==> src/rtl/core/swm_pkg.sv <==
// Shared constants and codes for the stack with middle access.
package swm_pkg;

  // Storage size and derived widths
  localparam int CAPACITY = 16;
  localparam int IDX_W    = $clog2(CAPACITY);
  localparam int CNT_W    = $clog2(CAPACITY + 1);

  // Fixed field widths of the stream items
  localparam int CMD_W    = 2;
  localparam int WORD_W   = 32;
  localparam int STATUS_W = 2;
  localparam int DEPTH_W  = 5;
  localparam int IN_W     = 40;
  localparam int OUT_W    = 40;

  // Command codes
  localparam logic [CMD_W-1:0] CMD_PUSH       = 2'd0;
  localparam logic [CMD_W-1:0] CMD_POP        = 2'd1;
  localparam logic [CMD_W-1:0] CMD_READ_MID   = 2'd2;
  localparam logic [CMD_W-1:0] CMD_DELETE_MID = 2'd3;

  // Status codes
  localparam logic [STATUS_W-1:0] ST_OK    = 2'd0;
  localparam logic [STATUS_W-1:0] ST_EMPTY = 2'd1;
  localparam logic [STATUS_W-1:0] ST_FULL  = 2'd2;

endpackage

==> src/rtl/core/stack_with_middle_access.sv <==
// Stack of signed words with read and delete of the middle element.
//
// Input channel (s_axis_*): one command item per handshake, carrying the
// command (push, pop, read middle, delete middle) and the word to push.
// Output channel (m_axis_*): exactly one result item per command, with the
// popped, read or deleted word, a status (ok, empty, full) and the number of
// stored words after the command.
// The middle is the word at position (count-1)/2 counted from the bottom.
// The command is decoded and the register-array stack updated in the cycle
// it is accepted, and its result sits in the output register on the next
// edge. A new command can be accepted every cycle, set by the single output
// register: s_axis_tready is high while that register is empty or being
// drained in the same cycle.
// When the receiver stalls, the result is held and s_axis_tready stays low,
// so no further command is accepted until the result is taken.
// Reset empties the stack and the output register; stored words are not
// cleared, since a slot is always written before it is read.
module stack_with_middle_access (
  input  logic                     clk,
  input  logic                     rst,
  input  logic                     s_axis_tvalid,
  output logic                     s_axis_tready,
  // [1:0] command, [33:2] push_value, [39:34] zero
  input  logic [swm_pkg::IN_W-1:0] s_axis_tdata,
  output logic                     m_axis_tvalid,
  input  logic                     m_axis_tready,
  // [31:0] result_value, [33:32] status, [38:34] depth_now, [39] zero
  output logic [swm_pkg::OUT_W-1:0] m_axis_tdata
);
  import swm_pkg::*;

  // Stack storage and fill count
  logic [WORD_W-1:0] store [CAPACITY];
  logic [CNT_W-1:0]  count;
  logic [CNT_W-1:0]  count_next;

  // Output register
  logic                     out_valid;
  logic signed [WORD_W-1:0] out_value;
  logic [STATUS_W-1:0]      out_status;
  logic [DEPTH_W-1:0]       out_depth;

  // Decoded item and datapath
  logic                     accept;
  logic [CMD_W-1:0]         cmd;
  logic signed [WORD_W-1:0] push_word;
  logic [CNT_W-1:0]         count_m1;
  logic [IDX_W-1:0]         top_idx;
  logic [IDX_W-1:0]         mid_idx;
  logic                     is_empty;
  logic                     is_full;
  logic                     do_push;
  logic                     do_delete;
  logic signed [WORD_W-1:0] value_next;
  logic [STATUS_W-1:0]      status_next;

  assign accept        = s_axis_tvalid && s_axis_tready;
  assign s_axis_tready = !out_valid || m_axis_tready;
  assign cmd           = s_axis_tdata[CMD_W-1:0];
  assign push_word     = s_axis_tdata[CMD_W+WORD_W-1:CMD_W];

  // Top and middle positions
  assign count_m1 = count - CNT_W'(1);
  assign top_idx  = count_m1[IDX_W-1:0];
  assign mid_idx  = IDX_W'(count_m1 >> 1);
  assign is_empty = (count == '0);
  assign is_full  = (count >= CNT_W'(CAPACITY));

  // Command decode
  always_comb begin
    count_next  = count;
    value_next  = '0;
    status_next = ST_OK;
    do_push     = 1'b0;
    do_delete   = 1'b0;
    case (cmd)
      CMD_PUSH: begin
        if (is_full) begin
          status_next = ST_FULL;
        end else begin
          do_push    = 1'b1;
          count_next = count + CNT_W'(1);
        end
      end
      CMD_POP: begin
        if (is_empty) begin
          status_next = ST_EMPTY;
        end else begin
          value_next = store[top_idx];
          count_next = count_m1;
        end
      end
      CMD_READ_MID: begin
        if (is_empty) begin
          status_next = ST_EMPTY;
        end else begin
          value_next = store[mid_idx];
        end
      end
      CMD_DELETE_MID: begin
        if (is_empty) begin
          status_next = ST_EMPTY;
        end else begin
          value_next = store[mid_idx];
          do_delete  = 1'b1;
          count_next = count_m1;
        end
      end
      default: begin
        status_next = ST_EMPTY;
      end
    endcase
  end

  // Storage: push writes the slot above the top; delete shifts everything
  // from the middle up down by one place (slots above the top are don't care)
  always_ff @(posedge clk) begin
    if (accept) begin
      for (int i = 0; i < CAPACITY; i++) begin
        if (do_push && (count[IDX_W-1:0] == IDX_W'(i))) begin
          store[i] <= push_word;
        end else if (do_delete && (IDX_W'(i) >= mid_idx) && (i < CAPACITY - 1)) begin
          store[i] <= store[(i + 1) % CAPACITY];
        end
      end
    end
  end

  // Count and output valid
  always_ff @(posedge clk) begin
    if (rst) begin
      count     <= '0;
      out_valid <= 1'b0;
    end else begin
      if (accept) begin
        count     <= count_next;
        out_valid <= 1'b1;
      end else if (m_axis_tready) begin
        out_valid <= 1'b0;
      end
    end
  end

  // Result payload
  always_ff @(posedge clk) begin
    if (accept) begin
      out_value  <= value_next;
      out_status <= status_next;
      out_depth  <= DEPTH_W'(count_next);
    end
  end

  assign m_axis_tvalid = out_valid;
  assign m_axis_tdata  = {{(OUT_W - WORD_W - STATUS_W - DEPTH_W){1'b0}},
                          out_depth, out_status, out_value};

  // Checks
  a_count_bound: assert property (@(posedge clk) disable iff (rst)
    count <= CNT_W'(CAPACITY))
    else $error("stack count beyond capacity");

  a_push_grows: assert property (@(posedge clk) disable iff (rst)
    (accept && cmd == CMD_PUSH && !is_full) |=> (count == $past(count) + CNT_W'(1)))
    else $error("push did not grow the stack");

  a_result_follows: assert property (@(posedge clk) disable iff (rst)
    accept |=> (out_valid && out_depth == DEPTH_W'(count)))
    else $error("result missing or depth mismatch after accepted item");

  a_empty_status: assert property (@(posedge clk) disable iff (rst)
    (accept && is_empty && cmd != CMD_PUSH) |=> (out_status == ST_EMPTY && out_value == '0))
    else $error("empty stack command gave wrong result");

endmodule
==> config.mk <==
export PLATFORM = sky130hd
export DESIGN_NAME = stack_with_middle_access
export DESIGN_NICKNAME = d
export VERILOG_FILES = /design/src/rtl/core/swm_pkg.sv /design/src/rtl/core/stack_with_middle_access.sv
export SDC_FILE = /design/constraint.sdc
export NUM_CORES = 1
export LEC_CHECK = 0
export BUFFER_PORTS_ARGS = -buffer_cell sky130_fd_sc_hd__clkbuf_2
export CAP_MARGIN = 10
export CORE_MARGIN = 2
export CORE_UTILIZATION = 45
export DETAILED_ROUTE_END_ITERATION = 10
export HOLD_SLACK_MARGIN = 0.02
export PLACE_DENSITY = 0.66
export SYNTH_ARGS = -nofsm -noshare
export SYNTH_HDL_FRONTEND = slang
export SYNTH_SLANG_ARGS = --single-unit
==> constraint.sdc <==
create_clock -name clk -period 6.9 [get_ports clk]
set_input_delay 0.345 -clock clk [delete_from_list [all_inputs] [get_ports clk]]
set_output_delay 0.345 -clock clk [all_outputs]
set_load 0.05 [all_outputs]
Word level (Yosys, flattened, before mapping)

Memories as Yosys holds them, arrays and structs flattened.
Cells that the tools add are included.
W data, S select, Z words.

Add/sub/neg operators: 2
$lt $le $gt $ge: 16
Equal/unequal tests: 18
Muxes and demuxes: 141
Bitwise logic cells: 15
Reduce and logical (&&, ||, !) cells: 42

Operators with widths:

| kind                  | number |
|---|---|
| $mux W32              | 18 |
| $mux W1               | 116 |
| $pmux W32 S2          | 1 |
| $eq A4 B4 Y1 const B  | 8 |
| $logic_and A1 B1 Y1   | 32 |
| $reduce_or A32 Y1     | 1 |
| $ge A4 B4 Y1 const A  | 7 |
| $eq A4 B3 Y1 const B  | 4 |
| $ge A3 B4 Y1 const A  | 4 |
| $or A1 B1 Y1          | 15 |
| $mux W5               | 2 |
| $pmux W5 S2           | 1 |
| $eq A4 B2 Y1 const B  | 2 |
| $ge A1 B4 Y1 const A  | 2 |
| $ge A2 B4 Y1 const A  | 2 |
| $add A5 B1 Y5 const B | 1 |
| $ge A5 B5 Y1 const B  | 1 |
| $logic_not A5 Y1      | 1 |
| $sub A5 B1 Y5 const B | 1 |
| $eq A2 B2 Y1 const B  | 2 |
| $eq A4 B1 Y1 const B  | 1 |
| $logic_not A4 Y1      | 1 |
| $mux W4               | 1 |
| $pmux W2 S2           | 1 |
| 8 further kinds       | 9 |

Bits in registers: 45
Memory bits (writable): 512
Input port bits: 44
Output and inout bits: 42
Word-level logic and storage cells: 240
Memories: 1

Memory list:

| memory | words | width | rd ports | clocked after memory_dff | wr ports | line                           | RTL |
|---|---|---|---|---|---|---|---|
| store  | 16    | 32    | 17       | 0                        | 15       | stack_with_middle_access.sv:33 | `logic [WORD_W-1:0] store [CAPACITY];` |

Depth between registers and ports, before layout

Depth in word-level cells: 10
Depth in mapped cells: 16
Depth with buffers taken out: 8

Worst setup path before layout

Ideal clock, no wire load.

Path type: flip-flop to flip-flop
Start point: reg out_valid, in the netlist m_axis_tvalid
End point: mem store[1][0], enable pin
Library setup time: 466 ps
Arrival: 5,219 ps
Required time: 6,434 ps
Setup slack: 1,215 ps
Stages on the path, launching flop included: 6
Buffers on the path: 1
Clock period less this slack: 5,685 ps
Cell sequence: dfxtp_1 > nand2b_1 > and2_0 > clkbuf_1 > nand2_1 > o21ai_0

RTL lines:

| element                | line                            | RTL |
|---|---|---|
| start, declared        | stack_with_middle_access.sv:38  | `logic out_valid;` |
| start signal, assigned | stack_with_middle_access.sv:133 | `out_valid <= 1'b0;` |
| start signal, assigned | stack_with_middle_access.sv:137 | `out_valid <= 1'b1;` |
| start signal, assigned | stack_with_middle_access.sv:139 | `out_valid <= 1'b0;` |
| end, declared          | stack_with_middle_access.sv:33  |  |

==> metrics.log <==
INFO  metric power.density = 278 nW/um^2
INFO  metric final_max_slew_viol_count = 0
INFO  metric timing.final.crit_period = 5.04 ns
INFO  metric largest_voltage_drop_on_the_vdd_net = 0.000208 V
INFO  metric relSlewSlack = 19.7%
INFO  metric clock.fmax = 198 MHz
INFO  metric cts_setup_buffers = 0
INFO  metric crit_family = simple AND/OR/NAND/NOR gates
INFO  metric timing.critical_path.cells = inv_1 -> ha_1 -> nand2_1 -> xnor2_1 -> nand2_1 -> a221o_2 -> o21ai_4 -> buf_4
INFO  metric grt_pass1_vias = 19193
INFO  metric crit_path_max_incr_delay = 0.89 ns
INFO  metric placement_rows = 96
INFO  metric hpwl = 48500 um
INFO  metric grt_first_pass_wirelength = 132000 um
INFO  metric grt.busiest_layer = met2
INFO  metric worst_hold_path_type = input port to flop
INFO  metric timing.critical_path.arrival = 5.31 ns
INFO  metric grt_start_max_net_pins = 122
INFO  metric grt.met1_usage = 34.9%
INFO  metric ff2ff_setup_slack = 1.86 ns
INFO  metric hold_buffers = 3
INFO  metric yosysTopAreaCellShare = 52.9%
INFO  metric timing.clock.skew = 0.0219 ns
INFO  metric hold_violations = 0
INFO  metric worst-path-max-fanout = 42
INFO  metric place.gp.congestion = 0.795
INFO  metric yosys_warnings = 0
INFO  metric leakage = 11.1 nW
INFO  metric critPathLaunchType = flop
INFO  metric synth.cell_area = 31300 um^2
INFO  metric worst_slew_pin_slew = 1.20 ns
INFO  metric wirelength = 91000 um
INFO  metric max_cap_violations = 0
INFO  metric ys_dominant_reg_cell = edfxtp_1
INFO  metric critPathMostFrequentCell = nand2_1
INFO  metric postSynthNetCount = 1901
INFO  metric cts_buffer_depth = 3
INFO  metric antenna_found_initial = 3
INFO  metric vias = 18994
INFO  metric timing_worst_setup_path_type = flop to flop
INFO  metric floorplan.die.width = 268 um
INFO  metric die_span_y = 268 um
INFO  metric drt_pre_antenna_iters = 5
INFO  metric portBuffers = 78
INFO  metric layout_common_cells = edfxtp_1 (551), mux2_2 (445), mux4_2 (275)
INFO  metric io_pins = 86
INFO  metric routed_via_density = 6.70
INFO  metric cts.sinks = 557
INFO  metric global_route.usage.total = 25.5%
INFO  metric critPathSlowestCell = nand2_1
INFO  metric grt_residual_overflow = 0
INFO  metric most_common_cell_after_layout_fill_and_taps_aside = edfxtp_1
INFO  metric synth.yosys.seq_area_share = 53.3%
INFO  metric antenna_violating_nets_post_route = 0
INFO  metric design.final.nets = 1906
INFO  metric detail_route.wl_per_cell = 32.1 um
INFO  metric floorplan.core_area = 68700 um^2
INFO  metric fraction_of_registers_with_async_set_or_reset_after_synthesis = 0%
INFO  metric ctsRootBufferMaster = clkbuf_16
INFO  metric end_kind = flop
INFO  metric netlist-cell-type-count = 57
INFO  metric finalCritPeriodShare = 73.1%
INFO  metric cp.buffers_inverters = 2
INFO  metric cts_repair_resize_count = 0
INFO  metric initial_utilization = 45.5%
INFO  metric totalPowerFinal = 9.68 mW
INFO  metric met3_usage = 5.52%
INFO  metric ys_ff_latch = 557
INFO  metric numCtsBuffers = 60
INFO  metric cp.required = 7.17 ns
INFO  metric die-area = 71600 um^2
INFO  metric synth_area_per_cell = 16.9 um^2
INFO  metric outcome = finished, final reports clean
INFO  metric cts.htree.levels = 2
INFO  metric setup_tns = 0 ns
INFO  metric holdWs = 0.113 ns
INFO  metric top_cell_type_by_total_area_after_synthesis = edfxtp_1
INFO  metric finalSetupViolCount = 0
INFO  metric met2_usage = 40.8%
INFO  metric share_of_post_route_cells_with_drive_strength_above_1 = 52.7%
INFO  metric synth_area_leaders = edfxtp_1 (53%), mux4_2 (20%), mux2_2 (16%), mux2_4 (1.4%), clkbuf_1 (1.2%)
INFO  metric post_synth_edffs = 551
INFO  metric first_iter_violations = 2258
INFO  metric tritoncts = built
INFO  metric netlist_instances = 1852
INFO  metric rsz0062_at_grt = false
INFO  metric fin_util = 50.6%
INFO  metric clk_pin_slew_worst_paths = 0.06 ns
INFO  metric drcViolationCount = 0
INFO  metric synthesis_to_finish_area_growth = 11.2%
INFO  metric clk_latency = 0.64 ns
==> path summary, 6_finish.rpt <==
path,startpoint,end,cells after the start
hold / removal,s_axis_tdata[13],store[15][11]$_DFFE_PP_,1
setup reg to reg,count[0]$_SDFFE_PP0P_,store[6][15]$_DFFE_PP_,8
hold reg to reg,store[1][29]$_DFFE_PP_,store[0][29]$_DFFE_PP_,1
setup / recovery,count[0]$_SDFFE_PP0P_,store[6][15]$_DFFE_PP_,8
==> logic make-up (layout without fill, tap and decap cells) <==
logic type      count (synthesis)  in the layout  synth area share, %
compound gates                160            160                 3.37
xor+xnor                        7              7                0.196
fa+ha+maj                       5              5                0.200
buf+inv                       194            247                 2.78
flops                         557            557                 53.3
mux                           756            756                 37.5
other cells                     1              2               0.0120
simple gates                  172            172                 2.65
==> final cells by class <==
type | count | area [um^2]
diodes | 1 | 2.50
clock buffers | 76 | 1600
clock inverters | 34 | 400
fillers | 5660 | 33900
inverters | 8 | 30.0
multi-input cells | 1101 | 14100
flip-flops and latches | 557 | 16700
well taps | 931 | 1160
repair buffers | 129 | 818
==> flip-flops by register name, indices dropped and copies added (netlist names) <==
name / flops
store: 512
out_status: 2
m_axis_tvalid: 1
count: 5
out_value: 32
out_depth: 5
==> cell usage after synthesis, types with 2 or more instances <==
library cell and number:
a21o_1 15, a21oi_1 8, a311o_1 2, a31oi_1 15
and2_1 4, and3_4 2, buf_1 30, buf_2 44
buf_4 3, buf_6 10, clkbuf_1 99, dfxtp_1 6
edfxtp_1 551, ha_1 5, inv_1 8, mux2_1 6
mux2_2 445, mux2_4 29, mux4_2 275, nand2_1 61
nand2b_1 7, nand3_1 2, nand3b_1 2, nor2_1 33
nor2b_1 7, nor3_1 32, nor4_1 14, o21ai_0 30
o21ai_1 2, o21ai_2 3, o21bai_1 5, o22ai_1 50
o31ai_1 18, xnor2_1 5, xor2_1 2
==> power by group <==
| group | leakage [nW] | internal (mW) | switching [mW] | total (mW) |
|---|---|---|---|---|
| Combinational | 5.08 | 1.04 | 1.33 | 2.37 |
| Sequential | 5.06 | 3.87 | 0.0800 | 3.95 |
| Clock | 0.975 | 1.97 | 1.38 | 3.35 |
| Total | 11.1 | 6.89 | 2.79 | 9.68 |
==> metal layers <==
metal | vias to the layer above | wire [um]
met3 | 181 | 7650
met1 | 10194 | 36700
met4 | 6 | 2850
li1 | 7695 | -
met5 | - | 37
met2 | 918 | 43700
==> through the flow <==
step	instances	instance area [um^2]	setup WS, ns
2_1_floorplan	1852	31300	1.22
3_3_place_gp	2723	32700	1.92
3_5_place_dp	2723	32700	1.85
4_1_cts	2836	34800	1.84
5_1_grt	2836	34800	1.51
6_report	2837	34800	1.86
(Power assumes the default switching activity.)
